<file path="src/ilid_pkg.sv">
// ----------------------------------------------------------------------------
// Indexed list package
// Field widths, operation codes and the controller-to-datapath command.
// ----------------------------------------------------------------------------
package ilid_pkg;

  localparam int OP_W  = 3;
  localparam int POS_W = 5;
  localparam int VAL_W = 32;
  localparam int LEN_W = 5;

  localparam logic [OP_W-1:0] OP_READ     = 3'd0;
  localparam logic [OP_W-1:0] OP_INS_HEAD = 3'd1;
  localparam logic [OP_W-1:0] OP_INS_TAIL = 3'd2;
  localparam logic [OP_W-1:0] OP_INS_AT   = 3'd3;
  localparam logic [OP_W-1:0] OP_DELETE   = 3'd4;

  typedef struct packed {
    logic load;
    logic exec;
  } ilid_cmd_t;

endpackage

</file>
<file path="src/ilid_ctrl.sv">
// ----------------------------------------------------------------------------
// Indexed list controller
// Command register occupancy and result register handshake.
// ----------------------------------------------------------------------------
module ilid_ctrl (
  input  logic              clk,
  input  logic              rst_n,
  input  logic              in_valid,
  output logic              in_stall,
  output logic              out_valid,
  input  logic              out_stall,
  output ilid_pkg::ilid_cmd_t cmd
);

  localparam logic S_IDLE = 1'b0;
  localparam logic S_BUSY = 1'b1;

  logic state_r, state_nxt;
  logic out_valid_r, out_valid_nxt;
  logic out_free;

  assign out_free = !out_valid_r || !out_stall;
  assign cmd.exec = (state_r == S_BUSY) && out_free;
  assign in_stall = (state_r == S_BUSY) && !out_free;
  assign cmd.load = in_valid && !in_stall;
  assign out_valid = out_valid_r;

  always_comb begin
    unique case (state_r)
      S_IDLE: state_nxt = cmd.load ? S_BUSY : S_IDLE;
      S_BUSY: state_nxt = (cmd.load || !cmd.exec) ? S_BUSY : S_IDLE;
      default: state_nxt = S_IDLE;
    endcase
    out_valid_nxt = cmd.exec || (out_valid_r && out_stall);
  end

  always_ff @(posedge clk) begin
    if (!rst_n) begin
      state_r     <= S_IDLE;
      out_valid_r <= 1'b0;
    end else begin
      state_r     <= state_nxt;
      out_valid_r <= out_valid_nxt;
    end
  end

endmodule

</file>
<file path="src/ilid_dpath.sv">
// ----------------------------------------------------------------------------
// Indexed list datapath
// Command register, entry array with parallel shift, length and result.
// ----------------------------------------------------------------------------
module ilid_dpath #(
  parameter int CAPACITY = 16
) (
  input  logic                             clk,
  input  logic                             rst_n,
  input  ilid_pkg::ilid_cmd_t              cmd,
  input  logic [ilid_pkg::OP_W-1:0]        in_operation,
  input  logic [ilid_pkg::POS_W-1:0]       in_position,
  input  logic signed [ilid_pkg::VAL_W-1:0] in_item_value,
  output logic signed [ilid_pkg::VAL_W-1:0] out_read_value,
  output logic                             out_hit,
  output logic                             out_applied,
  output logic                             out_full_refused,
  output logic [ilid_pkg::LEN_W-1:0]       out_list_length
);

  localparam int CW   = $clog2(CAPACITY + 1);
  localparam int CMPW = (CW > ilid_pkg::POS_W) ? CW : ilid_pkg::POS_W;
  localparam int RDN  = (CAPACITY < (1 << ilid_pkg::POS_W)) ? CAPACITY
                                                          : (1 << ilid_pkg::POS_W);

  logic [ilid_pkg::OP_W-1:0]         op_r;
  logic [ilid_pkg::POS_W-1:0]        pos_r;
  logic signed [ilid_pkg::VAL_W-1:0] val_r;
  logic [CW-1:0]                     count_r, count_nxt;
  logic signed [ilid_pkg::VAL_W-1:0] ent_r   [CAPACITY];
  logic signed [ilid_pkg::VAL_W-1:0] ent_nxt [CAPACITY];

  logic [CMPW-1:0] pos_ext, count_ext, where;
  logic            is_ins, full, ins_in_range, ins_ok, refused, del_ok, rd_hit;
  logic signed [ilid_pkg::VAL_W-1:0] rd_mux, rd_val;

  logic signed [ilid_pkg::VAL_W-1:0] rd_val_r;
  logic                              hit_r, applied_r, refused_r;
  logic [ilid_pkg::LEN_W-1:0]        len_r;

  always_comb begin
    pos_ext   = CMPW'(pos_r);
    count_ext = CMPW'(count_r);
    full      = (count_r == CW'(CAPACITY));
    is_ins    = 1'b0;
    where     = '0;
    unique case (op_r)
      ilid_pkg::OP_INS_HEAD: begin
        is_ins = 1'b1;
        where  = '0;
      end
      ilid_pkg::OP_INS_TAIL: begin
        is_ins = 1'b1;
        where  = count_ext;
      end
      ilid_pkg::OP_INS_AT: begin
        is_ins = 1'b1;
        where  = pos_ext;
      end
      default: begin
        is_ins = 1'b0;
        where  = pos_ext;
      end
    endcase
    ins_in_range = is_ins && (where <= count_ext);
    ins_ok       = ins_in_range && !full;
    refused      = ins_in_range && full;
    del_ok       = (op_r == ilid_pkg::OP_DELETE) && (pos_ext < count_ext);
    rd_hit       = (op_r == ilid_pkg::OP_READ) && (pos_ext < count_ext);

    rd_mux = '1;
    for (int k = 0; k < RDN; k++) begin
      if (pos_r == ilid_pkg::POS_W'(k)) rd_mux = ent_r[k];
    end
    rd_val = rd_hit ? rd_mux : '1;

    // each entry takes its own value, its neighbor, or the new value
    for (int k = 0; k < CAPACITY; k++) ent_nxt[k] = ent_r[k];
    if (ins_ok) begin
      if (where == '0) ent_nxt[0] = val_r;
      for (int k = 1; k < CAPACITY; k++) begin
        if (CMPW'(k) > where)       ent_nxt[k] = ent_r[k-1];
        else if (CMPW'(k) == where) ent_nxt[k] = val_r;
      end
    end else if (del_ok) begin
      for (int k = 0; k < CAPACITY - 1; k++) begin
        if (CMPW'(k) >= pos_ext) ent_nxt[k] = ent_r[k+1];
      end
    end

    if (ins_ok)      count_nxt = count_r + CW'(1);
    else if (del_ok) count_nxt = count_r - CW'(1);
    else             count_nxt = count_r;
  end

  always_ff @(posedge clk) begin
    if (!rst_n) begin
      count_r <= '0;
    end else if (cmd.exec) begin
      count_r <= count_nxt;
    end
  end

  always_ff @(posedge clk) begin
    if (cmd.load) begin
      op_r  <= in_operation;
      pos_r <= in_position;
      val_r <= in_item_value;
    end
    if (cmd.exec) begin
      ent_r     <= ent_nxt;
      rd_val_r  <= rd_val;
      hit_r     <= rd_hit;
      applied_r <= ins_ok || del_ok;
      refused_r <= refused;
      len_r     <= ilid_pkg::LEN_W'(count_nxt);
    end
  end

  assign out_read_value   = rd_val_r;
  assign out_hit          = hit_r;
  assign out_applied      = applied_r;
  assign out_full_refused = refused_r;
  assign out_list_length  = len_r;

endmodule

</file>
<file path="src/indexed_list_insert_delete.sv">
// ----------------------------------------------------------------------------
// Indexed list insert/delete
// Ordered list of signed 32-bit values with read, insert and delete by
// position; one result per command.
// ----------------------------------------------------------------------------
// A command is captured into the command register when accepted and executed
// once the result register is free: every entry loads itself, its neighbor
// or the new value at once, so a whole insert or delete completes in that
// execute step. out_valid rises when the result register loads, and a new
// command is taken every cycle while results are drained, one command per
// cycle sustained. Stalling the result side holds the command register
// full.
// Entries are not reset; only positions below the length are ever read.
module indexed_list_insert_delete #(
  parameter int CAPACITY = 16
) (
  input  logic                              clk,
  input  logic                              rst_n,
  input  logic                              in_valid,
  output logic                              in_stall,
  input  logic [ilid_pkg::OP_W-1:0]         in_operation,
  input  logic [ilid_pkg::POS_W-1:0]        in_position,
  input  logic signed [ilid_pkg::VAL_W-1:0] in_item_value,
  output logic                              out_valid,
  input  logic                              out_stall,
  output logic signed [ilid_pkg::VAL_W-1:0] out_read_value,
  output logic                              out_hit,
  output logic                              out_applied,
  output logic                              out_full_refused,
  output logic [ilid_pkg::LEN_W-1:0]        out_list_length
);

  ilid_pkg::ilid_cmd_t cmd;

  ilid_ctrl u_ctrl (
    .clk       (clk),
    .rst_n     (rst_n),
    .in_valid  (in_valid),
    .in_stall  (in_stall),
    .out_valid (out_valid),
    .out_stall (out_stall),
    .cmd       (cmd)
  );

  ilid_dpath #(
    .CAPACITY (CAPACITY)
  ) u_dpath (
    .clk              (clk),
    .rst_n            (rst_n),
    .cmd              (cmd),
    .in_operation     (in_operation),
    .in_position      (in_position),
    .in_item_value    (in_item_value),
    .out_read_value   (out_read_value),
    .out_hit          (out_hit),
    .out_applied      (out_applied),
    .out_full_refused (out_full_refused),
    .out_list_length  (out_list_length)
  );

endmodule

</file>
<file path="config.mk">
export PLATFORM = sky130hd
export DESIGN_NAME = indexed_list_insert_delete
export DESIGN_NICKNAME = d
export VERILOG_FILES = /design/src/ilid_pkg.sv /design/src/ilid_ctrl.sv /design/src/ilid_dpath.sv /design/src/indexed_list_insert_delete.sv
export SDC_FILE = /design/constraint.sdc
export NUM_CORES = 2
export LEC_CHECK = 0
export ABC_AREA = 1
export BUFFER_PORTS_ARGS = -buffer_cell sky130_fd_sc_hd__buf_2
export CORE_MARGIN = 4
export CORE_UTILIZATION = 40
export DETAILED_ROUTE_END_ITERATION = 6
export GPL_TIMING_DRIVEN = 0
export SLEW_MARGIN = 20
export SYNTH_ARGS = -nofsm -noshare
export SYNTH_HDL_FRONTEND = slang
export SYNTH_SLANG_ARGS = --single-unit
export TNS_END_PERCENT = 1
</file>
<file path="constraint.sdc">
create_clock -name clk -period 7.5 [get_ports clk]
set_input_delay 0.375 -clock clk [delete_from_list [all_inputs] [get_ports clk]]
set_output_delay 0.375 -clock clk [all_outputs]
set_load 0.005 [all_outputs]
</file>
==> flow_summary.json <==
{
  "synthFlopType": "edfxtp_1",
  "synthesis.area_um2": 33800,
  "most-common-layout-cells": "nand2_1 (951), o21ai_0 (735), edfxtp_1 (592)",
  "drc": 0,
  "drt-total-wl_mm": 132,
  "finalCritPeriodShare": 0.852,
  "synth_compound_area_frac": 0.204,
  "start_kind": "flop",
  "overflow": 0,
  "worst_ep_arrival_time_ps": 6770,
  "grt_util_met1": 0.387,
  "synth_top_family_by_area": "compound AO/OA/AOI/OAI gates",
  "switching_share": 0.308,
  "fin_hold_ws_ps": 21.5,
  "dieWidth_um": 299,
  "yosysWarnings": 0,
  "dieArea_um2": 89300,
  "synth_fa_ha_area_frac": 0.00407,
  "fin_skew_ps": 20.9,
  "post-place-ws_ps": 1360,
  "drive_above_1_share": 0.0779,
  "maxSlewViolCount": 0,
  "core_um2": 83800,
  "synth_nets": 4159,
  "slew_headroom": 0.140,
  "grt_antenna_before_repair": 1,
  "yosys.area_share.simple": 0.171,
  "synth-edff-count": 592,
  "vias": 32168,
  "irDropWorstVdd_mv": 0.165,
  "layout_commonest_cell": "nand2_1",
  "fin_ws_ps": 1110,
  "htree_levels": 3,
  "timing.rr.start": "u_dpath.op_r[2]",
  "clock_sinks": 599,
  "p_leak_nw": 15.1,
  "clkTransAtPathRegs_ps": 60,
  "clock_path_buffers": 3,
  "status": "finished clean",
  "ant_nets": 0,
  "p_per_area_nw_per_um2": 231,
  "fillers": 8495,
  "grt_pass1_wl_mm": 194,
  "use_met2": 0.453,
  "port_buffers": 85,
  "grt_setup_unrepaired": "no",
  "start_util": 0.404,
  "worstReg2RegEnd": "u_dpath.ent_r[4]",
  "fmax_mhz": 156,
  "critPathKind": "flop to flop",
  "crit_path_start": "u_dpath.op_r[2]",
  "cts_tree": "done",
  "drtIter0Drc": 4281,
  "area_growth_pct": 15.4,
  "grt_max_degree": 34,
  "fin_nets": 4386,
  "synth_xor_area_frac": 0.00129,
  "grt.total_usage": 0.287,
  "cap_violations": 0,
  "crit_path_end": "u_dpath.ent_r[4]",
  "r2r_cells": 16,
  "grt_pass1_vias": 30872,
  "clk-insertion-delay-late_ps": 630,
  "rows": 106,
  "grt_use_met3": 0.0570,
  "busiest_layer": "met2",
  "netSwitchingPower_w": 0.00278,
  "final_core_utilization": 0.466,
  "period_minus_slack_ps": 6390,
  "seqPwrFrac": 0.428,
  "die_h_um": 299,
  "finalSetupViolCount": 0,
  "tightestPinTransition_ps": 1280,
  "crit_fanout": 10,
  "hold_path.class": "primary input to flop",
  "viasPerCell": 5.82,
  "synthArstFlopShare": 0,
  "place_hpwl_mm": 100,
  "wl_per_cell_um": 23.9,
  "synth.distinct_cells": 43,
  "reg2reg_slack_ps": 1110,
  "syn_area_per_cell_um2": 8.25,
  "routabilityCongestion": 0.975,
  "syn_inst": 4104,
  "required_ps": 7880,
  "ys_seq_area_frac": 0.529,
  "synth_seq_cells": 599,
  "muxShareOfSynthArea": 0,
  "pwr-share-clk": 0.391,
  "ioPinCount": 86,
  "ctsRootBufferMaster": "clkbuf_16",
  "p_int_w": 0.00626,
  "crit_path_end_kind": "flop",
  "cts_made_buffers": 72,
  "finalHoldViolations": 0,
  "p_comb_frac": 0.181,
  "dr.pass1.iters": 5
}
[through the flow]
| step | total power [W] | std cells | area [µm²] | setup TNS [ps] |
|---|---|---|---|---|
| 6_report | 0.00904 | 5528 | 39100 | 0 |
| 3_3_place_gp | 0.00544 | 5323 | 35700 | -182090 |
| 5_1_grt | 0.00934 | 5523 | 39100 | 0 |
| 3_5_place_dp | 0.00549 | 5349 | 36300 | 0 |
| 2_1_floorplan | 0.00484 | 4104 | 33800 | 0 |
| 4_1_cts | 0.00902 | 5523 | 39100 | 0 |
[area by class of cell]
class,count,area [µm²],share of cell area
buffer,322,1360,0.0347
tap,1134,1420,0.0363
antenna,5,12.5,0.000320
inverter,449,1690,0.0431
multi-input combinational,2734,13100,0.335
timing repair buffer,153,1290,0.0331
clock buffer,88,1980,0.0506
sequential,599,17900,0.459
clock inverter,44,329,0.00842
[synthesized netlist by cell type, types with 5 or more instances]
cell type,n,area share
dfxtp_1,7,0.0041
a22oi_1,96,0.021
buf_2,56,0.0083
nand2_1,951,0.11
nand3_1,115,0.017
buf_6,9,0.0030
buf_1,26,0.0029
nor2_1,240,0.027
nand4_1,97,0.018
nor3_1,6,0.00089
o22ai_1,42,0.0078
inv_1,439,0.049
clkbuf_1,227,0.025
inv_2,10,0.0011
o21a_1,8,0.0018
ha_1,11,0.0041
o21ai_1,94,0.014
xor2_1,5,0.0013
o21ai_0,735,0.11
a21oi_1,303,0.045
edfxtp_1,592,0.53
[per-layer routing]
layer	routed length, µm	up-vias	share of wire
li1	-	14543	-
met1	53500	15507	0.40
met2	59100	1792	0.45
met3	13300	326	0.10
met4	6420	0	0.048
met5	0	-	0
[timing repair]
action | in CTS | in global routing
buffers inserted | 0 | 0
resized for setup | 0 | 0
hold endpoints to repair | 41 | 0
hold buffers | 42 | 0
[cell families after synthesis]
family,Yosys count
flip-flops,599
adder cells (fa/ha/maj),11
XOR/XNOR,5
AO/OA/AOI/OAI,1298
AND/OR/NAND/NOR,1420
buffers and inverters,771
[worst max-delay path: stages, from the launching register on]
cell and delay, ps:
edfxtp_1 450, inv_2 130, nand3_4 130, o22ai_1 450, inv_1 320, ha_1 260, nor3_1 160, o21ai_0 150
nand3_1 410, buf_2 500, buf_2 520, clkbuf_1 720, clkbuf_1 950, nor3_2 270, buf_4 290, buf_4 200
buf_4 200
[registers in the layout, indices dropped and copies added, names as in the netlist]
| signal | cells |
|---|---|
| u_dpath.out_read_value | 32 |
| u_dpath.pos_ext | 5 |
| u_dpath.ent_r | 512 |
| u_ctrl.state_r | 1 |
| u_ctrl.out_valid | 1 |
| u_dpath.count_ext | 5 |
| u_dpath.out_applied | 1 |
| u_dpath.op_r | 3 |
| u_dpath.out_full_refused | 1 |
| u_dpath.val_r | 32 |
| u_dpath.out_list_length | 5 |
| u_dpath.out_hit | 1 |
[power by group through the flow]
stage | clock, W | combinational (W) | sequential [W]
2_1_floorplan | 0 | 0.000915 | 0.00393
3_3_place_gp | 0 | 0.00149 | 0.00395
3_5_place_dp | 0 | 0.00155 | 0.00394
4_1_cts | 0.00357 | 0.00157 | 0.00387
5_1_grt | 0.00371 | 0.00176 | 0.00388
6_report | 0.00353 | 0.00163 | 0.00387
[how the worst min path moves through the flow]
stage                        start                    to  slack (ps)  cells after the start
detailed placement  u_ctrl.state_r      u_ctrl.out_valid         490                      2
finish                       rst_n  u_dpath.count_ext[0]          20                      3
CTS                          rst_n  u_dpath.count_ext[0]           6                      3
global placement    u_ctrl.state_r      u_ctrl.out_valid         480                      2
floorplan           u_ctrl.state_r      u_ctrl.out_valid         470                      2
global route                 rst_n  u_dpath.count_ext[0]          50                      3
Power figures use the tool's default switching activity.
